<file path="src/rtl/core/sled_pkg.sv">
`timescale 1ns / 1ps
// Package for the string literal escape decoder: item and result types,
// decoder modes, character constants and the escape and hex lookup functions.
// Depends on nothing; every other file of the block but sled_if uses it.

package sled_pkg;

  // Character codes recognized by the decoder.
  localparam logic [7:0] CH_BSLASH = 8'h5C;
  localparam logic [7:0] CH_X      = 8'h78;
  localparam logic [7:0] CH_ZERO   = 8'h30;
  localparam logic [7:0] CH_NINE   = 8'h39;
  localparam logic [7:0] CH_LA     = 8'h61;
  localparam logic [7:0] CH_LB     = 8'h62;
  localparam logic [7:0] CH_LF     = 8'h66;
  localparam logic [7:0] CH_LN     = 8'h6E;
  localparam logic [7:0] CH_LR     = 8'h72;
  localparam logic [7:0] CH_LT     = 8'h74;
  localparam logic [7:0] CH_LV     = 8'h76;
  localparam logic [7:0] CH_UA     = 8'h41;
  localparam logic [7:0] CH_UF     = 8'h46;
  localparam logic [7:0] CH_SQUOTE = 8'h27;
  localparam logic [7:0] CH_DQUOTE = 8'h22;

  // Decoded values of the control escapes.
  localparam logic [7:0] VAL_NUL = 8'd0;
  localparam logic [7:0] VAL_BEL = 8'd7;
  localparam logic [7:0] VAL_BS  = 8'd8;
  localparam logic [7:0] VAL_FF  = 8'd12;
  localparam logic [7:0] VAL_LF  = 8'd10;
  localparam logic [7:0] VAL_CR  = 8'd13;
  localparam logic [7:0] VAL_HT  = 8'd9;
  localparam logic [7:0] VAL_VT  = 8'd11;
  localparam logic [7:0] HEX_LETTER_BASE = 8'd10;

  // Error codes carried on a result item.
  localparam logic [1:0] ERR_NONE    = 2'd0;
  localparam logic [1:0] ERR_BAD_HEX = 2'd1;
  localparam logic [1:0] ERR_TRUNC   = 2'd2;

  // Decoder modes, one-hot.
  typedef enum logic [6:0] {
    MODE_OPEN     = 7'b0000001,
    MODE_BODY     = 7'b0000010,
    MODE_ESC      = 7'b0000100,
    MODE_HEX1     = 7'b0001000,
    MODE_HEX2     = 7'b0010000,
    MODE_HEX2_BAD = 7'b0100000,
    MODE_DISCARD  = 7'b1000000
  } mode_t;

  // One input item.
  typedef struct packed {
    logic [7:0] raw_char;
    logic       is_last;
  } item_t;

  // One result item.
  typedef struct packed {
    logic [7:0] out_char;
    logic       char_valid;
    logic       end_of_string;
    logic [1:0] error_code;
  } res_t;

  // What the decoder makes of the item it holds.
  typedef struct packed {
    logic has_result;
    res_t res;
  } dec_t;

  // Decoder status seen by the top level.
  typedef struct packed {
    mode_t mode;
  } dec_status_t;

  // Lookup result: a flag and a value.
  typedef struct packed {
    logic       ok;
    logic [7:0] val;
  } lookup_t;

  // Hex digit value of a character, upper or lower case.
  function automatic lookup_t hex_lookup(input logic [7:0] c);
    lookup_t r;
    r.ok  = 1'b0;
    r.val = 8'd0;
    if (c >= CH_ZERO && c <= CH_NINE) begin
      r.ok  = 1'b1;
      r.val = c - CH_ZERO;
    end else if (c >= CH_LA && c <= CH_LF) begin
      r.ok  = 1'b1;
      r.val = c - CH_LA + HEX_LETTER_BASE;
    end else if (c >= CH_UA && c <= CH_UF) begin
      r.ok  = 1'b1;
      r.val = c - CH_UA + HEX_LETTER_BASE;
    end
    return r;
  endfunction

  // Value of a known single-character escape.
  function automatic lookup_t esc_lookup(input logic [7:0] c);
    lookup_t r;
    r.ok  = 1'b1;
    r.val = 8'd0;
    unique case (c)
      CH_ZERO:   r.val = VAL_NUL;
      CH_LA:     r.val = VAL_BEL;
      CH_LB:     r.val = VAL_BS;
      CH_LF:     r.val = VAL_FF;
      CH_LN:     r.val = VAL_LF;
      CH_LR:     r.val = VAL_CR;
      CH_LT:     r.val = VAL_HT;
      CH_LV:     r.val = VAL_VT;
      CH_BSLASH: r.val = CH_BSLASH;
      CH_SQUOTE: r.val = CH_SQUOTE;
      CH_DQUOTE: r.val = CH_DQUOTE;
      default:   r.ok  = 1'b0;
    endcase
    return r;
  endfunction

endpackage

</file>
<file path="src/rtl/core/sled_if.sv">
`timescale 1ns / 1ps
// Valid/ready channel interfaces of the string literal escape decoder:
// one for input items and one for result items. Depends on nothing.

// Input channel: one byte of the literal per item.
interface sled_in_if;
  logic       valid;
  logic       ready;
  logic [7:0] raw_char;
  logic       is_last;

  modport source (output valid, output raw_char, output is_last, input ready);
  modport sink   (input valid, input raw_char, input is_last, output ready);
endinterface

// Result channel: zero or one decoded byte per input item.
interface sled_out_if;
  logic       valid;
  logic       ready;
  logic [7:0] out_char;
  logic       char_valid;
  logic       end_of_string;
  logic [1:0] error_code;

  modport source (output valid, output out_char, output char_valid,
                  output end_of_string, output error_code, input ready);
  modport sink   (input valid, input out_char, input char_valid,
                  input end_of_string, input error_code, output ready);
endinterface

</file>
<file path="src/rtl/core/sled_in_reg.sv">
`timescale 1ns / 1ps
// Input register of the string literal escape decoder.
// Depends on sled_pkg and sled_in_if.

module sled_in_reg (
  input  logic                  clk,
  input  logic                  rst_n,
  sled_in_if.sink               in_ch,
  input  logic                  advance,
  output logic                  item_valid,
  output sled_pkg::item_t       item
);

  logic            valid_r;
  logic            valid_nxt;
  sled_pkg::item_t item_r;
  logic            accept;

  // The register takes a new item when empty or when its item moves on.
  assign in_ch.ready = !valid_r || advance;
  assign accept      = in_ch.valid && in_ch.ready;

  always_comb begin
    valid_nxt = valid_r;
    if (accept) begin
      valid_nxt = 1'b1;
    end else if (advance) begin
      valid_nxt = 1'b0;
    end
  end

  always_ff @(posedge clk) begin
    if (!rst_n) begin
      valid_r <= 1'b0;
    end else begin
      valid_r <= valid_nxt;
    end
  end

  // Payload needs no reset.
  always_ff @(posedge clk) begin
    if (accept) begin
      item_r.raw_char <= in_ch.raw_char;
      item_r.is_last  <= in_ch.is_last;
    end
  end

  assign item_valid = valid_r;
  assign item       = item_r;

endmodule

</file>
<file path="src/rtl/core/sled_decode.sv">
`timescale 1ns / 1ps
// Escape decoder: mode and hex nibble registers and the per-item decision.
// Depends on sled_pkg.

module sled_decode (
  input  logic                  clk,
  input  logic                  rst_n,
  input  sled_pkg::item_t       item,
  input  logic                  commit,
  output sled_pkg::dec_t        dec,
  output sled_pkg::dec_status_t status
);

  sled_pkg::mode_t   mode_r;
  sled_pkg::mode_t   mode_nxt;
  logic [3:0]        nib_r;
  logic [3:0]        nib_nxt;
  sled_pkg::lookup_t hex;
  sled_pkg::lookup_t esc;
  logic [7:0]        c;
  logic              last;

  assign c    = item.raw_char;
  assign last = item.is_last;
  assign hex  = sled_pkg::hex_lookup(c);
  assign esc  = sled_pkg::esc_lookup(c);

  // Next mode and the result, if any, for the item held in the input register.
  always_comb begin
    mode_nxt                    = mode_r;
    nib_nxt                     = nib_r;
    dec.has_result              = 1'b0;
    dec.res.out_char            = 8'd0;
    dec.res.char_valid          = 1'b0;
    dec.res.end_of_string       = 1'b0;
    dec.res.error_code          = sled_pkg::ERR_NONE;

    if (last) begin
      // The closing byte always ends the literal with one result.
      mode_nxt              = sled_pkg::MODE_OPEN;
      nib_nxt               = 4'd0;
      dec.has_result        = 1'b1;
      dec.res.end_of_string = 1'b1;
    end

    unique case (mode_r) inside
      sled_pkg::MODE_BODY: begin
        if (!last) begin
          if (c == sled_pkg::CH_BSLASH) begin
            mode_nxt = sled_pkg::MODE_ESC;
          end else begin
            dec.has_result     = 1'b1;
            dec.res.out_char   = c;
            dec.res.char_valid = 1'b1;
          end
        end
      end

      sled_pkg::MODE_ESC: begin
        if (c == sled_pkg::CH_X) begin
          if (last) begin
            dec.res.error_code = sled_pkg::ERR_TRUNC;
          end else begin
            mode_nxt = sled_pkg::MODE_HEX1;
          end
        end else begin
          if (!last) begin
            mode_nxt = sled_pkg::MODE_BODY;
          end
          if (esc.ok) begin
            dec.has_result     = 1'b1;
            dec.res.out_char   = esc.val;
            dec.res.char_valid = 1'b1;
          end
        end
      end

      sled_pkg::MODE_HEX1: begin
        if (last) begin
          dec.res.error_code = sled_pkg::ERR_TRUNC;
        end else if (hex.ok) begin
          nib_nxt  = hex.val[3:0];
          mode_nxt = sled_pkg::MODE_HEX2;
        end else begin
          nib_nxt  = 4'd0;
          mode_nxt = sled_pkg::MODE_HEX2_BAD;
        end
      end

      sled_pkg::MODE_HEX2, sled_pkg::MODE_HEX2_BAD: begin
        nib_nxt        = 4'd0;
        dec.has_result = 1'b1;
        if (last) begin
          dec.res.error_code = sled_pkg::ERR_TRUNC;
        end else if (mode_r == sled_pkg::MODE_HEX2 && hex.ok) begin
          dec.res.out_char   = {nib_r, hex.val[3:0]};
          dec.res.char_valid = 1'b1;
          mode_nxt           = sled_pkg::MODE_BODY;
        end else begin
          dec.res.error_code = sled_pkg::ERR_BAD_HEX;
          mode_nxt           = sled_pkg::MODE_DISCARD;
        end
      end

      sled_pkg::MODE_DISCARD: begin
        // Bytes after a bad hex escape are dropped until the closing byte.
      end

      default: begin
        // Open mode: the opening byte is dropped.
        if (!last) begin
          mode_nxt = sled_pkg::MODE_BODY;
          nib_nxt  = 4'd0;
        end
      end
    endcase
  end

  // State moves only when the held item is consumed.
  always_ff @(posedge clk) begin
    if (!rst_n) begin
      mode_r <= sled_pkg::MODE_OPEN;
      nib_r  <= 4'd0;
    end else if (commit) begin
      mode_r <= mode_nxt;
      nib_r  <= nib_nxt;
    end
  end

  assign status.mode = mode_r;

endmodule

</file>
<file path="src/rtl/core/sled_out_reg.sv">
`timescale 1ns / 1ps
// Result register of the string literal escape decoder.
// Depends on sled_pkg and sled_out_if.

module sled_out_reg (
  input  logic                  clk,
  input  logic                  rst_n,
  input  logic                  load,
  input  sled_pkg::res_t        res,
  output logic                  free,
  sled_out_if.source            out_ch
);

  logic           valid_r;
  logic           valid_nxt;
  sled_pkg::res_t res_r;

  // The register can take a result when empty or when its result is taken now.
  assign free = !valid_r || out_ch.ready;

  always_comb begin
    valid_nxt = valid_r;
    if (load) begin
      valid_nxt = 1'b1;
    end else if (out_ch.ready) begin
      valid_nxt = 1'b0;
    end
  end

  always_ff @(posedge clk) begin
    if (!rst_n) begin
      valid_r <= 1'b0;
    end else begin
      valid_r <= valid_nxt;
    end
  end

  always_ff @(posedge clk) begin
    if (load) begin
      res_r <= res;
    end
  end

  assign out_ch.valid         = valid_r;
  assign out_ch.out_char      = res_r.out_char;
  assign out_ch.char_valid    = res_r.char_valid;
  assign out_ch.end_of_string = res_r.end_of_string;
  assign out_ch.error_code    = res_r.error_code;

endmodule

</file>
<file path="src/rtl/core/string_literal_escape_decoder.sv">
`timescale 1ns / 1ps
// Top level of the string literal escape decoder: input register, decoder
// and result register. Depends on sled_pkg, sled_if and the sled_* modules.
//
//   channel   direction  handshake      payload
//   in_ch     in         valid / ready  raw_char[7:0], is_last
//   out_ch    out        valid / ready  out_char[7:0], char_valid,
//                                       end_of_string, error_code[1:0]
//
// One item per cycle sustained while the result register has room; a result
// passes through the input register and then the result register to out_ch.
// The mode register is updated once per consumed item.
// Reset is synchronous on rst_n and returns the decoder to the open mode.
// An item that gives no result moves on even while the result register is
// full; one that gives a result waits for room there.

module string_literal_escape_decoder (
  input  logic        clk,
  input  logic        rst_n,
  sled_in_if.sink     in_ch,
  sled_out_if.source  out_ch
);

  logic                  item_valid;
  sled_pkg::item_t       item;
  sled_pkg::dec_t        dec;
  sled_pkg::dec_status_t status;
  logic                  out_free;
  logic                  commit;

  // The held item is consumed when its result, if any, has room.
  assign commit = item_valid && (!dec.has_result || out_free);

  sled_in_reg u_in_reg (
    .clk        (clk),
    .rst_n      (rst_n),
    .in_ch      (in_ch),
    .advance    (commit),
    .item_valid (item_valid),
    .item       (item)
  );

  sled_decode u_decode (
    .clk    (clk),
    .rst_n  (rst_n),
    .item   (item),
    .commit (commit),
    .dec    (dec),
    .status (status)
  );

  sled_out_reg u_out_reg (
    .clk    (clk),
    .rst_n  (rst_n),
    .load   (commit && dec.has_result),
    .res    (dec.res),
    .free   (out_free),
    .out_ch (out_ch)
  );

  // A result never carries both a byte and an error.
  a_byte_xor_error: assert property (@(posedge clk) disable iff (!rst_n)
    out_ch.valid |-> !(out_ch.char_valid && out_ch.error_code != sled_pkg::ERR_NONE))
    else $error("result carries both a byte and an error");

  // Closing a literal returns the decoder to the open mode.
  a_end_to_open: assert property (@(posedge clk) disable iff (!rst_n)
    commit && dec.has_result && dec.res.end_of_string
      |=> status.mode == sled_pkg::MODE_OPEN)
    else $error("decoder not in open mode after end of string");

  // A held item that does not move on stays held.
  a_item_held: assert property (@(posedge clk) disable iff (!rst_n)
    item_valid && !commit |=> item_valid && $stable(item))
    else $error("held input item lost or changed");

  // A result only appears through a load of the result register.
  a_result_loaded: assert property (@(posedge clk) disable iff (!rst_n)
    $rose(out_ch.valid) |-> $past(commit && dec.has_result))
    else $error("result appeared without a decoded item");

endmodule
</file>
<file path="src/flat_wrapper.sv">
// flat-port wrapper written by rule: the top's interface ports become plain ports
module string_literal_escape_decoder_flat 
  (clk, rst_n, in_ch_valid, in_ch_raw_char, in_ch_is_last, in_ch_ready, out_ch_valid, out_ch_out_char, out_ch_char_valid, out_ch_end_of_string, out_ch_error_code, out_ch_ready);
  sled_in_if in_ch_i ();
  sled_out_if out_ch_i ();
  input  logic clk;
  input  logic rst_n;
  input wire logic [$bits(in_ch_i.valid)-1:0] in_ch_valid;
  input wire logic [$bits(in_ch_i.raw_char)-1:0] in_ch_raw_char;
  input wire logic [$bits(in_ch_i.is_last)-1:0] in_ch_is_last;
  output wire logic [$bits(in_ch_i.ready)-1:0] in_ch_ready;
  output wire logic [$bits(out_ch_i.valid)-1:0] out_ch_valid;
  output wire logic [$bits(out_ch_i.out_char)-1:0] out_ch_out_char;
  output wire logic [$bits(out_ch_i.char_valid)-1:0] out_ch_char_valid;
  output wire logic [$bits(out_ch_i.end_of_string)-1:0] out_ch_end_of_string;
  output wire logic [$bits(out_ch_i.error_code)-1:0] out_ch_error_code;
  input wire logic [$bits(out_ch_i.ready)-1:0] out_ch_ready;
  assign in_ch_i.valid = in_ch_valid;
  assign in_ch_i.raw_char = in_ch_raw_char;
  assign in_ch_i.is_last = in_ch_is_last;
  assign in_ch_ready = in_ch_i.ready;
  assign out_ch_valid = out_ch_i.valid;
  assign out_ch_out_char = out_ch_i.out_char;
  assign out_ch_char_valid = out_ch_i.char_valid;
  assign out_ch_end_of_string = out_ch_i.end_of_string;
  assign out_ch_error_code = out_ch_i.error_code;
  assign out_ch_i.ready = out_ch_ready;
  string_literal_escape_decoder u_core (.clk(clk), .rst_n(rst_n), .in_ch(in_ch_i), .out_ch(out_ch_i));
endmodule
</file>
<file path="config.mk">
export PLATFORM = sky130hd
export DESIGN_NAME = string_literal_escape_decoder_flat
export DESIGN_NICKNAME = d
export VERILOG_FILES = /design/src/rtl/core/sled_pkg.sv /design/src/rtl/core/sled_if.sv /design/src/rtl/core/sled_in_reg.sv /design/src/rtl/core/sled_decode.sv /design/src/rtl/core/sled_out_reg.sv /design/src/rtl/core/string_literal_escape_decoder.sv /design/src/flat_wrapper.sv
export SDC_FILE = /design/constraint.sdc
export NUM_CORES = 1
export LEC_CHECK = 0
export BUFFER_PORTS_ARGS = -buffer_cell sky130_fd_sc_hd__buf_4
export CORE_ASPECT_RATIO = 1.5
export CORE_UTILIZATION = 56
export CTS_BUF_LIST = sky130_fd_sc_hd__clkbuf_4 sky130_fd_sc_hd__clkbuf_8
export CTS_CLUSTER_SIZE = 40
export DETAILED_ROUTE_END_ITERATION = 10
export PLACE_DENSITY = 0.77
export SETUP_SLACK_MARGIN = 0.4
export SYNTH_ARGS = -nofsm -noshare
export SYNTH_HDL_FRONTEND = slang
export SYNTH_SLANG_ARGS = --single-unit
</file>
<file path="constraint.sdc">
create_clock -name clk -period 5.9 [get_ports clk]
set_input_delay 1.475 -clock clk [delete_from_list [all_inputs] [get_ports clk]]
set_output_delay 1.475 -clock clk [all_outputs]
set_load 0.005 [all_outputs]
</file>
==> After elaboration in Yosys (flattened, before gate mapping) <==
Index checks and enable logic that the tools add are counted.
{ "totals": {"output_inout_bits": 14, "in_bits": 13, "reg_bits": 34} }
{ "classes": {"muxes": 38, "order_cmp": 6, "n_reduce_logical": 18, "addsub": 5, "n_eq_ne": 18} }
{ "op_table": {"columns": ["cell", "count"], "rows": [
  ["== test 8 x 7 -> 1 bit (second input constant)", 9],
  ["case mux 7 bit (10 select lines)", 1],
  ["two-way mux 7 bit", 9],
  ["two-way mux 9 bit", 5],
  ["two-way mux 10 bit", 4],
  ["case mux 7 bit (5 select lines)", 1],
  ["case mux 10 bit (3 select lines)", 1],
  ["== test 8 x 6 -> 1 bit (second input constant)", 3],
  ["adder 8 x 4 -> 8 bit (second input constant)", 2],
  [">= comparator 8 x 7 -> 1 bit (second input constant)", 2],
  ["less-or-equal comparator 8 x 7 -> 1 bit (second input constant)", 2],
  ["two-way mux 4 bit", 4],
  ["subtractor 8 x 7 -> 8 bit (second input constant)", 2],
  ["case mux 4 bit (3 select lines)", 1],
  ["OR reduction 11 bit", 1],
  [">= comparator 8 x 6 -> 1 bit (second input constant)", 1],
  ["less-or-equal comparator 8 x 6 -> 1 bit (second input constant)", 1],
  ["subtractor 8 x 6 -> 8 bit (second input constant)", 1],
  ["== test 7 x 2 -> 1 bit (second input constant)", 1],
  ["== test 7 x 3 -> 1 bit (second input constant)", 1],
  ["== test 7 x 4 -> 1 bit (second input constant)", 1],
  ["== test 7 x 5 -> 1 bit (second input constant)", 1],
  ["== test 7 x 6 -> 1 bit (second input constant)", 1],
  ["== test 7 bit (second input constant)", 1],
  ["10 further kinds", 29]
]} }

==> Depth between registers and ports, before layout <==
Gate-level depths: netlist of the first run.
{ "depth": {"ltp_word": 15, "ltp_mapped": 10} }

==> By module <==
From an unflattened synthesis of the first run, not the netlist that was laid out.
{ "unflattened": {"cells_unflattened": 197, "area_unflattened_um2": 2013.2} }
{ "modules_own_cells": {"columns": ["mod", "n_inst", "cells_each", "seq_area_each_um2", "area_each_um2"], "rows": [
  ["sled_decode", 1, 164, 220.2, 1257.5],
  ["sled_out_reg", 1, 16, 380.4, 409.1],
  ["sled_in_reg", 1, 14, 290.3, 327.8],
  ["string_literal_escape_decoder", 1, 3, 0.0, 18.8]
]} }

==> Worst setup path before layout of the first run <==
No wires, ideal clock.
{ "synth_path": {"path_kind": "register to output", "startpoint": "register u_core.u_in_reg.item_r (netlist bit u_core.u_in_reg.item[1])", "endpoint": "output in_ch_ready", "arrival_ns": 2.038, "slack_ns": 2.387, "stages_incl_launch_ff": 9, "t_required_ns": 4.425, "cell_sequence": "edfxtp_1 -> inv_1 -> ha_1 -> nand4_1 -> or3_1 -> o211ai_1 -> o21ai_2 -> a21o_1 -> or2_4"} }
{ "synth_via": {"elab_chain_len": 10} }
{ "synth_lines": {"columns": ["element", "line", "source"], "rows": [
  ["from (decl)", "sled_in_reg.sv:16", "sled_pkg::item_t item_r;"],
  ["== test 8 x 7 -> 1 bit, or another cell as far along", "sled_pkg.sv:106, sled_decode.sv:49", null],
  ["OR reduction 11 bit (no line)", null, null],
  ["two-way mux 1 bit", "sled_pkg.sv:106", "unique case (c)"],
  ["two-way mux 10 bit", "sled_decode.sv:70", "if (esc.ok) begin"],
  ["two-way mux 10 bit", "sled_decode.sv:60", "if (c == sled_pkg::CH_X) begin"],
  ["case mux 10 bit (3 select lines) (*)", "sled_decode.sv:46", "unique case (mode_r) inside"],
  ["logical NOT 1 bit (*)", "string_literal_escape_decoder.sv:32", "assign commit = item_valid && (!dec.has_result || out_free);"],
  ["logical OR 1 bit (*)", "string_literal_escape_decoder.sv:32", null],
  ["logical AND 1 bit (*)", "string_literal_escape_decoder.sv:32", null],
  ["logical OR 1 bit (*)", "sled_in_reg.sv:20", "assign in_ch.ready = !valid_r || advance;"],
  ["to (decl)", "flat_wrapper.sv:11", "output wire logic [$bits(in_ch_i.ready)-1:0] in_ch_ready;"]
]} }
Every way passes the cells marked *; elsewhere a longest branch is shown, timed or not.

==> Final worst setup path of the first run <==
Ends and elaborated chain as after synthesis.

==> run_results.csv, run 1 <==
group,metric,value,unit
outcome,outcome,"finished with violations",
outcome,violations_in_the_final_reports,"design-rule violations",
yosys,synth.top_cell.area_share,0.3096,
worst_hold_path,hold_path.class,"reg2reg",
routing,detail_route.drc_violations,2,
worst_setup_path,worst_setup_path_start_kind,"register",
worst_setup_path,critical_path_buf_inv_count,2,
sta,finalHoldViolations,0,
pwr,total_switching_power,0.1145,mW
clock_network,cts_resized,0,
clock_network,cts_max_level,2,
placed_design,dp_slack,2007,ps
sta,report.final.slew_viol_count,0,
global_route,grt_first_pass_wirelength,7617,um
pwr,max-vdd-ir-drop,0.1655,mV
clock_network,cts_root_buffer_type,"sky130_fd_sc_hd__clkbuf_8",
sta,final.setup_skew,3.173,ps
worst_setup_path,cp_max_fo,8,
yosys,synth_compound_gate_area_share,0.2101,
yosys,synth_area_leader_cell,"sky130_fd_sc_hd__edfxtp_1",
pwr,clock_power_share,0.343,
layout,mostFrequentLayoutCell,"sky130_fd_sc_hd__buf_4",
layout,final.fill_count,271,
routing,drt_first_pass_iters,7,
sta,timing.final.setup_violations,0,
yosys,synth_simple_gate_area_frac,0.2586,
placed_design,final_hpwl_dp,3422,um
clock_network,tritoncts,"done",
pwr,internal_power,0.3668,mW
die,std_cell_core_area,3448,um^2
clock_network,post_cts_buffers,0,
pwr,report.power.total,0.4813,mW
sta,postLayoutSetupSlackWorst,1638,ps
clock_network,path_clk_slew,70,ps
worst_setup_path,critical_path_arrival,2790,ps
routing,vias,1805,
yosys,synth.area.mux_share,0.009828,
yosys,synth_area_per_cell,9.654,um^2
yosys,dominantRegCellSynth,"sky130_fd_sc_hd__edfxtp_1",
global_route,first_global_vias,1774,
routing,detail-route-antenna-nets,0,
sta,period_minus_slack,4262,ps
global_route,grt_max_degree,22,
worst_setup_path,cp_cell_sequence,"inv_1 -> ha_1 -> nor2b_1 -> o21ai_0 -> o211ai_1 -> o21ai_2 -> a21o_1 -> or2_4 -> buf_4",
die,std_cell_rows,26,
die,die_width,51.25,um
sta,worstMarginPinSlew,1012,ps
pwr,comb_power_share,0.092,
yosys,synth_cells,211,
worst_setup_path,critPathLaunch,"u_core.u_in_reg.item[1]",
worst_setup_path,worst-path-stages,9,
clock_network,ctsLongestPathBuffers,2,
layout,diodes,0,
die,die_height,75.87,um
clock_network,tritoncts.num_buffers,5,
sta,finalCritPeriodShare,0.7224,
worst_setup_path,rr_startpoint,"u_core.u_in_reg.item[1]",
global_route,grt_antenna_before_repair,0,
placed_design,numPortBuffers,26,
routing,wl_per_cell,16.24,um
worst_setup_path,required_worst_endpoint,4430,ps
yosys,synth.top_cells.by_area,"sky130_fd_sc_hd__edfxtp_1 31%, sky130_fd_sc_hd__dfxtp_1 13%, sky130_fd_sc_hd__nand2_1 3.7%",
pwr,cellLeakagePower,0.8759,nW
run,drv.max_cap_violation_count,0,
layout,area.growth.synth_to_final,13.82,%
sta,grt_setup_unrepaired,"false",
routing,totalWireLength,4498,um
yosys,synth.yosys.seq_area_share,0.4373,
yosys,synth_xor_xnor_area_share,0.02150,
pwr,switching_share,0.2379,
yosys,synth_cell_types,62,
worst_setup_path,critPathCapture,"in_ch_ready",
clock_network,clkLatencyLatePin,280,ps
yosys,synth_enable_flop_cells,21,
clock_network,clock_sinks,34,
worst_setup_path,timing.critical_path.to_type,"output pin",
die,die_area,3888,um^2
yosys,ffs_latches_synth,34,
worst_setup_path,crit_family,"compound AO/OA/AOI/OAI gates",
routing,detailedRoute.firstIterationViolations,85,
sta,max_slew_margin,0.3229,
yosys,synth_top_family_by_area,"simple AND/OR/NAND/NOR gates",
worst_setup_path,worst_case_reg_to_reg_path_depth,8,
global_route,grt_use_total,0.2658,
layout,final_nets,251,
layout,finalCoreUtilization,0.6724,
worst_setup_path,cp_slowest_stage_delay,510,ps
sta,timing.fmax,234.6,MHz
yosys,synth-adder-area-share,0.02457,
yosys,ys_async_sr_fraction,0,
global_route,grt-ovfl-total,0,
yosys,post_synthesis_net_count,228,
worst_setup_path,setup.reg_to_reg.worst_slack,2630,ps
layout,final_cell_mix,"26 x sky130_fd_sc_hd__buf_4, 21 x sky130_fd_sc_hd__edfxtp_1, 20 x sky130_fd_sc_hd__nand2_1",
die,effective_utilization_at_floorplan,0.5907,
placed_design,gp_congestion,0.9843,
layout,fraction_of_final_layout_cells_with_drive_strength_greater_than_1,0.2000,
worst_setup_path,critical_path.reg2reg.endpoint,"u_core.u_out_reg.out_ch.out_char[5]",
yosys,syn-cell-area,2037,um^2
routing,drt-vias-per-instance,6.516,
worst_setup_path,path_class,"reg2out",
pwr,sequentialPowerShare,0.566,
die,io-pin-count,27,
worst_setup_path,slowest_stage,"sky130_fd_sc_hd__edfxtp_1",
yosys,yosysWarningCount,0,
sta,fin_tns_setup,0,ps
clock_network,holdBufCountCts,0,
pwr,power_density,207.6,nW/um^2
worst min-delay path, stage by stage (launching register included):
cell and delay, ps:
sky130_fd_sc_hd__dfxtp_1 320, sky130_fd_sc_hd__nand2_1 60, sky130_fd_sc_hd__o22ai_1 70
state kept, by name (all words and copies together), names as in the netlist:
name / cells
u_core.u_out_reg.out_ch.valid: 1
u_core.u_in_reg.item_valid: 1
u_core.u_out_reg.out_ch.error_code: 2
u_core.u_out_reg.out_ch.char_valid: 1
u_core.u_out_reg.out_ch.out_char: 8
u_core.u_out_reg.out_ch.end_of_string: 1
u_core.u_decode.nib_r: 4
u_core.u_decode.status: 7
u_core.u_in_reg.item: 9
area by class of cell:
type                    instances  area, um^2  area share
repair buffers                 26       195.2     0.08419
clock inverters                 2       8.758    0.003778
inverters                       7       26.28     0.01133
well taps                      42       52.55     0.02267
clock buffers                   6       76.32     0.03292
flip-flops and latches         34       890.9      0.3842
multi-input cells             160        1069      0.4609
synth_stat cells, drive strengths merged, types with 3 or more instances:
| cell | n |
|---|---|
| nand3b | 3 |
| a221o | 3 |
| dfxtp | 13 |
| nand2b | 8 |
| buf | 7 |
| xnor2 | 3 |
| o22ai | 4 |
| nor2 | 16 |
| nand3 | 4 |
| ha | 4 |
| o211ai | 3 |
| nor3 | 8 |
| nand4 | 4 |
| nand2 | 20 |
| o21ai | 12 |
| a21o | 4 |
| nor2b | 3 |
| clkbuf | 3 |
| edfxtp | 21 |
| inv | 7 |
| a21oi | 12 |
| or3 | 6 |
| nor3b | 3 |
power groups by stage:
stage	sequential [mW]	combinational [mW]	clock [mW]
2_1_floorplan	0.269	0.0343	0
3_3_place_gp	0.276	0.0422	0
3_5_place_dp	0.277	0.0435	0
4_1_cts	0.272	0.0438	0.167
5_1_grt	0.273	0.0482	0.175
6_report	0.272	0.0441	0.165
logic make-up after synthesis:
logic type	after synthesis
AND/OR/NAND/NOR	90
AO/OA/AOI/OAI	59
XOR/XNOR	5
multiplexers	2
flip-flops	34
buffers and inverters	17
adder cells (fa/ha/maj)	4
layer usage:
layer / part of all wire / global-route usage
met4: 0.038 / 0.1592
met3: 0.078 / 0.04192
met5: 0 / 0
met2: 0.53 / 0.4898
met1: 0.36 / 0.2830
metrics by stage:
stage | instance area, um^2 | hold WS (ps) | cells
final | 2318 | 489.6 | 277
after global routing | 2318 | 491.4 | 277
after CTS | 2318 | 483.5 | 277
after detailed placement | 2233 | 475.1 | 269
after global placement | 2233 | 457.0 | 269
after floorplan | 2037 | 445.5 | 211
worst min path at each step:
stage                                   startpoint                  endpoint  slack, ps  cells after the start
after global routing      u_core.u_decode.nib_r[0]  u_core.u_decode.nib_r[0]        490                      2
after global placement    u_core.u_decode.nib_r[3]  u_core.u_decode.nib_r[3]        460                      2
after floorplan           u_core.u_decode.nib_r[1]  u_core.u_decode.nib_r[1]        450                      2
after detailed placement  u_core.u_decode.nib_r[0]  u_core.u_decode.nib_r[0]        480                      2
final                     u_core.u_decode.nib_r[2]  u_core.u_decode.nib_r[2]        490                      2
after CTS                 u_core.u_decode.nib_r[0]  u_core.u_decode.nib_r[0]        480                      2
Power figures use the tool's default switching activity.
==> inputs of run 2 (changes only) <==
ABC_AREA = 1   (was not set)
CORE_UTILIZATION = 54   (was 56)
clock period = 3.8 ns   (was 5.9 ns; I/O delays follow)
==> run 2 against run 1 <==
  * The run now ends clean
  * Worst setup slack lost 1100 ps
  * Count of clock-buffer cells in the layout grew 1
  * Utilization shrank 1.9 points
  * Critical path type unchanged
==> run_results.csv, run 2 <==
group,metric,value,unit
sta,fin_tns_setup,0,ps
clock_network,cts_root_buffer_type,"sky130_fd_sc_hd__clkbuf_8",
global_route,grt_use_met1,0.2948,
yosys,synth.top_cell.area_share,0.2973,
clock_network,tritoncts.num_buffers,5,
worst_setup_path,critical_path_arrival,2300,ps
yosys,post_synthesis_net_count,291,
layout,fraction_of_final_layout_cells_with_drive_strength_greater_than_1,0.2079,
yosys,yosysWarningCount,0,
routing,detail_route.drc_violations,0,
clock_network,clock_sinks,34,
routing,drt-vias-per-instance,5.558,
pwr,max-vdd-ir-drop,0.3718,mV
clock_network,path_clk_slew,60,ps
yosys,synth_cell_types,35,
worst_setup_path,timing.critical_path.to_type,"output pin",
layout,final_cells,346,
sta,finalHoldViolations,0,
die,die_height,78.75,um
layout,multi_input_comb_area,1017,um^2
layout,final_cell_mix,"59 x sky130_fd_sc_hd__nand2_1, 37 x sky130_fd_sc_hd__inv_1, 29 x sky130_fd_sc_hd__nor2_1",
placed_design,numPortBuffers,26,
layout,area.growth.synth_to_final,14.45,%
yosys,synth.top_cells.by_area,"sky130_fd_sc_hd__edfxtp_1 30%, sky130_fd_sc_hd__dfxtp_1 12%, sky130_fd_sc_hd__nand2_1 10%",
yosys,ys_async_sr_fraction,0,
die,std_cell_rows,27,
global_route,grt-ovfl-total,0,
clock_network,tritoncts,"done",
yosys,synth_area_per_cell,7.740,um^2
routing,wl_per_cell,13.31,um
yosys,synth.top_cells.by_count,"59 x sky130_fd_sc_hd__nand2_1, 37 x sky130_fd_sc_hd__inv_1, 30 x sky130_fd_sc_hd__nor2_1, 24 x sky130_fd_sc_hd__nand3_1, 21 x sky130_fd_sc_hd__edfxtp_1",
global_route,grt_first_pass_wirelength,7852,um
die,std_cell_core_area,3716,um^2
outcome,outcome,"complete, no violations",
yosys,synth_area_leader_cell,"sky130_fd_sc_hd__edfxtp_1",
routing,detailedRoute.firstIterationViolations,80,
layout,final.fill_count,338,
layout,register_area,890.9,um^2
sta,max_slew_margin,0.6658,
worst_setup_path,worst_setup_path_start_kind,"register",
clock_network,clkLatencyLatePin,300,ps
global_route,first_global_vias,1823,
worst_setup_path,cp_max_fo,13,
placed_design,dp.cells,336,
routing,detail-route-antenna-nets,0,
yosys,ffs_latches_synth,34,
yosys,syn-cell-area,2121,um^2
die,io-pin-count,27,
layout,diodes,0,
layout,mostFrequentLayoutCell,"sky130_fd_sc_hd__nand2_1",
yosys,synth_enable_flop_cells,21,
sta,finalCritPeriodShare,0.8543,
yosys,post-synth-top-count-cell,"sky130_fd_sc_hd__nand2_1",
pwr,power_density,323.0,nW/um^2
placed_design,final_hpwl_dp,3508,um
worst_hold_path,hold_path.class,"reg2reg",
sta,report.final.slew_viol_count,0,
worst_setup_path,required_worst_endpoint,2850,ps
sta,worstMarginPinSlew,497.1,ps
routing,drt_first_pass_iters,4,
clock_network,ctsLongestPathBuffers,2,
die,die_area,4187,um^2
run,drv.max_cap_violation_count,0,
sta,grt_setup_unrepaired,"false",
die,die_width,53.17,um
sta,period_minus_slack,3246,ps
sta,final.setup_skew,11.22,ps
global_route,grt_antenna_before_repair,0,
clock_network,cts_max_level,2,
routing,vias,1923,
die,effective_utilization_at_floorplan,0.5707,
sta,timing.final.setup_violations,0,
global_route,use_met3,0.05364,
pwr,cellLeakagePower,1.041,nW
layout,finalCoreUtilization,0.6532,
placed_design,gp_congestion,0.9491,
sta,timing.fmax,308.0,MHz
yosys,synth.yosys.seq_area_share,0.4201,
layout,largest_register_ff_count,9,
layout,final_nets,319,
routing,totalWireLength,4604,um
sta,finalHoldWorstSlack,463.2,ps
global_route,grt_use_total,0.2575,
yosys,synth_cells,274,
global_route,grt.met2_usage,0.4329,
worst_setup_path,path_class,"reg2out",
global_route,grt.busiest_layer,"met2",
global_route,grt_max_degree,15,
yosys,dominantRegCellSynth,"sky130_fd_sc_hd__edfxtp_1",
run 2: cell types whose count changed after synthesis, moves of 7 or more:
cell,change
sky130_fd_sc_hd__inv_1,+30
sky130_fd_sc_hd__nand3_1,+20
sky130_fd_sc_hd__a21oi_1,+7
sky130_fd_sc_hd__nor2_1,+15
sky130_fd_sc_hd__nand2_1,+39
sky130_fd_sc_hd__nand2b_1,-8
run 2: kinds of logic (layout without fill, tap and decap cells):
group / count (synthesis) / count (layout) / synth area share
AND/OR/NAND/NOR: 144 / 144 / 0.3298
flip-flops: 34 / 34 / 0.4201
XOR/XNOR: 3 / 3 / 0.01239
AO/OA/AOI/OAI: 40 / 40 / 0.1115
buffers and inverters: 49 / 78 / 0.1027
adder cells (fa/ha/maj): 4 / 4 / 0.02360
run 2: metal layers:
| metal | wire (um) | share of wire |
|---|---|---|
| met2 | 2381 | 0.52 |
| met1 | 1841 | 0.40 |
| met5 | 0 | 0 |
| met3 | 235 | 0.051 |
| met4 | 146 | 0.032 |
run 2: worst max-delay path, cell delays in order (launching register included):
cell                       delay, ps
sky130_fd_sc_hd__edfxtp_1        430
sky130_fd_sc_hd__inv_1           150
sky130_fd_sc_hd__ha_1            240
sky130_fd_sc_hd__nand2_1         110
sky130_fd_sc_hd__nor2_4          110
sky130_fd_sc_hd__nand2_2         110
sky130_fd_sc_hd__nand2_1         110
sky130_fd_sc_hd__nor2_1           60
sky130_fd_sc_hd__nand3_2          70
sky130_fd_sc_hd__nand2_4          60
sky130_fd_sc_hd__nand2_4          70
sky130_fd_sc_hd__nand3_4         150
sky130_fd_sc_hd__nor2_2          150
sky130_fd_sc_hd__inv_1            60
sky130_fd_sc_hd__buf_4           130
run 2: cell type report:
type / count / share of cell area
timing repair buffer: 28 / 0.08660
clock inverter: 1 / 0.002062
multi-input combinational: 191 / 0.4191
clock buffer: 7 / 0.03711
sequential: 34 / 0.3670
tap: 43 / 0.02216
inverter: 42 / 0.06598
run 2: worst paths after layout:
check | from | endpoint | slack, ps | cells past startpoint
worst max-delay path | u_core.u_in_reg.item[1] | in_ch_ready | 550 | 14
worst min-delay path | u_core.u_decode.nib_r[2] | u_core.u_decode.nib_r[2] | 460 | 2
worst max register to register | u_core.u_in_reg.item[1] | u_core.u_in_reg.item[5] | 1370 | 14
worst min register to register | u_core.u_decode.nib_r[2] | u_core.u_decode.nib_r[2] | 460 | 2
run 2: per-stage QoR:
| stage | power [mW] | cell area, um^2 | setup slack, ps |
|---|---|---|---|
| after floorplan | 0.4753 | 2121 | 1211 |
| after global placement | 0.5010 | 2312 | 885.8 |
| after detailed placement | 0.5022 | 2312 | 810.5 |
| after CTS | 0.7799 | 2407 | 502.9 |
| after global routing | 0.8059 | 2427 | 422.1 |
| final | 0.7841 | 2427 | 553.6 |
run 2: repair_timing:
item | in CTS | in global routing
buffers inserted | 0 | 2
hold buffers | 0 | 0
resized for setup | 0 | 2
endpoints found under the setup margin | 0 | 1
endpoints found under the hold margin | 0 | 0
run 2: power breakdown:
group	total (mW)	switching (mW)	internal [mW]
registers	0.419	0.0137	0.405
logic	0.0783	0.0474	0.0309
clock network	0.287	0.134	0.153
total	0.784	0.195	0.589
==> inputs of run 3 (changes only) <==
CORE_MARGIN = 8   (was not set)
REMOVE_ABC_BUFFERS = 1   (was not set)
==> run 3 against run 2 <==
  * Maximum frequency is 0.77% higher
  * Sequential power hardly changed
  * Register-to-register slack better by 20 ps
  * Utilization is 1.7 points lower
  * Routed wire length is 3.8% higher
  * Sequential cell count stayed put
  * Global-route usage is 9.7 points lower
  * Worst setup slack better by 25 ps
  * Clock skew is 7.5 ps lower
  * Cell count is 1.2% higher
==> run_results.csv, run 3 (synthesis results as in run 2) <==
group,metric,value,unit
pwr,power_density,321.5,nW/um^2
die,effective_utilization_at_floorplan,0.5503,
die,die_height,92.75,um
worst_setup_path,slowest_stage,"sky130_fd_sc_hd__edfxtp_1",
worst_setup_path,cp_cell_sequence,"inv_1 -> ha_2 -> nand2_1 -> nor2_4 -> nand2_2 -> nand2_1 -> nor2_1 -> nand3_2 -> nand2_4 -> nand2_4 -> nand3_4 -> nor2_2 -> inv_1 -> buf_4",
routing,wl_per_cell,13.65,um
clock_network,cts_root_buffer_type,"sky130_fd_sc_hd__clkbuf_8",
layout,final_nets,321,
sta,final.setup_skew,3.722,ps
worst_setup_path,cp_slowest_stage_delay,430,ps
sta,finalHoldViolations,0,
sta,period_minus_slack,3221,ps
run,drv.max_cap_violation_count,0,
global_route,grt_max_degree,15,
layout,mostFrequentLayoutCell,"sky130_fd_sc_hd__nand2_1",
clock_network,clock_sinks,34,
routing,detail_route.drc_violations,0,
worst_setup_path,crit_family,"simple AND/OR/NAND/NOR gates",
clock_network,path_clk_slew,60,ps
clock_network,clkLatencyLatePin,290,ps
sta,worstMarginPinSlew,527.5,ps
global_route,grt_antenna_before_repair,0,
routing,detail-route-antenna-nets,0,
worst_setup_path,worst_setup_path_start_kind,"register",
global_route,grt_first_pass_wirelength,7900,um
sta,max_slew_margin,0.6454,
die,std_cell_core_area,3854,um^2
global_route,first_global_vias,1816,
worst_setup_path,critical_path_buf_inv_count,3,
global_route,grt-ovfl-total,0,
sta,grt_setup_unrepaired,"false",
sta,report.final.slew_viol_count,0,
worst_hold_path,holdCritStartpoint,"u_core.u_decode.nib_r[2]",
worst_setup_path,required_worst_endpoint,2850,ps
routing,drt-vias-per-instance,5.449,
placed_design,gp_congestion,0.9243,
layout,final_cells,350,
clock_network,ctsLongestPathBuffers,2,
layout,largest_register_ff_count,9,
sta,timing.fmax,310.4,MHz
routing,routed-wl-met2,2415,um
placed_design,final_hpwl_dp,3720,um
worst_setup_path,path_class,"reg2out",
worst_hold_path,min_to,"u_core.u_decode.nib_r[2]",
die,die_area,6230,um^2
routing,drt_first_pass_iters,5,
sta,finalCritPeriodShare,0.8478,
routing,met1_wire_length,1821,um
routing,wl_met3,320,um
worst_setup_path,critical_path.reg2reg.endpoint,"u_core.u_in_reg.item[1]",
worst_setup_path,rr_startpoint,"u_core.u_in_reg.item[1]",
worst_setup_path,worst_case_reg_to_reg_path_depth,14,
routing,vias,1907,
die,io-pin-count,27,
worst_setup_path,critical_path_arrival,2270,ps
die,std_cell_rows,28,
clock_network,cts_max_level,2,
layout,final_cell_mix,"59 x sky130_fd_sc_hd__nand2_1, 37 x sky130_fd_sc_hd__inv_1, 30 x sky130_fd_sc_hd__buf_4",
die,die_width,67.17,um
placed_design,numPortBuffers,26,
global_route,grt_use_total,0.1607,
placed_design,dp.cells,338,
clock_network,tritoncts.num_buffers,5,
routing,top_layer,"met4",
worst_setup_path,timing.critical_path.to_type,"output pin",
layout,diodes,0,
routing,totalWireLength,4777,um
sta,fin_tns_setup,0,ps
routing,detailedRoute.firstIterationViolations,89,
layout,area.growth.synth_to_final,15.52,%
worst_hold_path,hold_path.class,"reg2reg",
pwr,max-vdd-ir-drop,0.2881,mV
clock_network,tritoncts,"done",
worst_setup_path,setup.reg_to_reg.worst_slack,1390,ps
pwr,cellLeakagePower,1.050,nW
layout,fraction_of_final_layout_cells_with_drive_strength_greater_than_1,0.2164,
outcome,outcome,"complete, no violations",
worst_setup_path,cp_max_fo,13,
worst_hold_path,hold_path_cell_cnt,2,
sta,timing.final.setup_violations,0,
[run 3: worst register-to-register path: stages, from the launching register on]
cell and delay [ps]:
sky130_fd_sc_hd__edfxtp_1 430, sky130_fd_sc_hd__inv_1 170, sky130_fd_sc_hd__ha_2 230, sky130_fd_sc_hd__nand2_1 90
sky130_fd_sc_hd__nor2_4 100, sky130_fd_sc_hd__nand2_2 100, sky130_fd_sc_hd__o21ai_1 130, sky130_fd_sc_hd__inv_1 70
sky130_fd_sc_hd__nor2_2 150, sky130_fd_sc_hd__nand2_4 80, sky130_fd_sc_hd__nand3_4 140, sky130_fd_sc_hd__nor2_2 60
sky130_fd_sc_hd__inv_1 70, sky130_fd_sc_hd__nand2_1 50, sky130_fd_sc_hd__inv_1 240
[run 3: final cells by class]
cell class	count	area, um^2
fill	354	1404
multi-input combinational	191	1020
sequential	34	890.9
timing repair buffer	30	225.2
inverter	42	160.2
clock buffer	8	97.59
tap	45	56.30
[run 3: worst max-delay path by stage]
stage                                        from           to  slack [ps]  depth (start not counted)
after floorplan           u_core.u_in_reg.item[1]  in_ch_ready        1150                         13
after global placement    u_core.u_in_reg.item[1]  in_ch_ready         880                         12
after detailed placement  u_core.u_in_reg.item[1]  in_ch_ready         770                         12
after CTS                 u_core.u_in_reg.item[1]  in_ch_ready         450                         12
after global routing      u_core.u_in_reg.item[1]  in_ch_ready         410                         14
final                     u_core.u_in_reg.item[1]  in_ch_ready         580                         14
[run 3: metal layers]
layer / up-vias / track usage
li1: 960 / -
met1: 856 / 0.1733
met2: 67 / 0.2682
met3: 24 / 0.04474
met4: 0 / 0.09457
met5: - / 0
[run 3: where the power goes]
| group | internal, mW | total [mW] | switching (mW) |
|---|---|---|---|
| sequential | 0.405 | 0.419 | 0.0136 |
| clock | 0.162 | 0.289 | 0.127 |
| combinational | 0.0323 | 0.0803 | 0.0480 |
| total | 0.599 | 0.788 | 0.188 |
[run 3: through the flow]
step           instance area (um^2)  utilization  worst slack [ps]  total power [mW]  hold WS [ps]
4_1_cts                        2412       0.6260             450.1            0.7874         464.4
6_report                       2450       0.6357             578.5            0.7876         462.6
5_1_grt                        2450       0.6357             409.1            0.8134         473.5
3_3_place_gp                   2315       0.6006             876.8            0.5011         444.6
3_5_place_dp                   2315       0.6006             766.9            0.5027         455.2
2_1_floorplan                  2063            -              1150            0.4701         428.9
[run 3: timing repair]
action	CTS	global route
resized for setup	0	3
hold buffers	0	0
buffers inserted	0	4
setup endpoints to repair	0	1
endpoints found under the hold margin	0	0
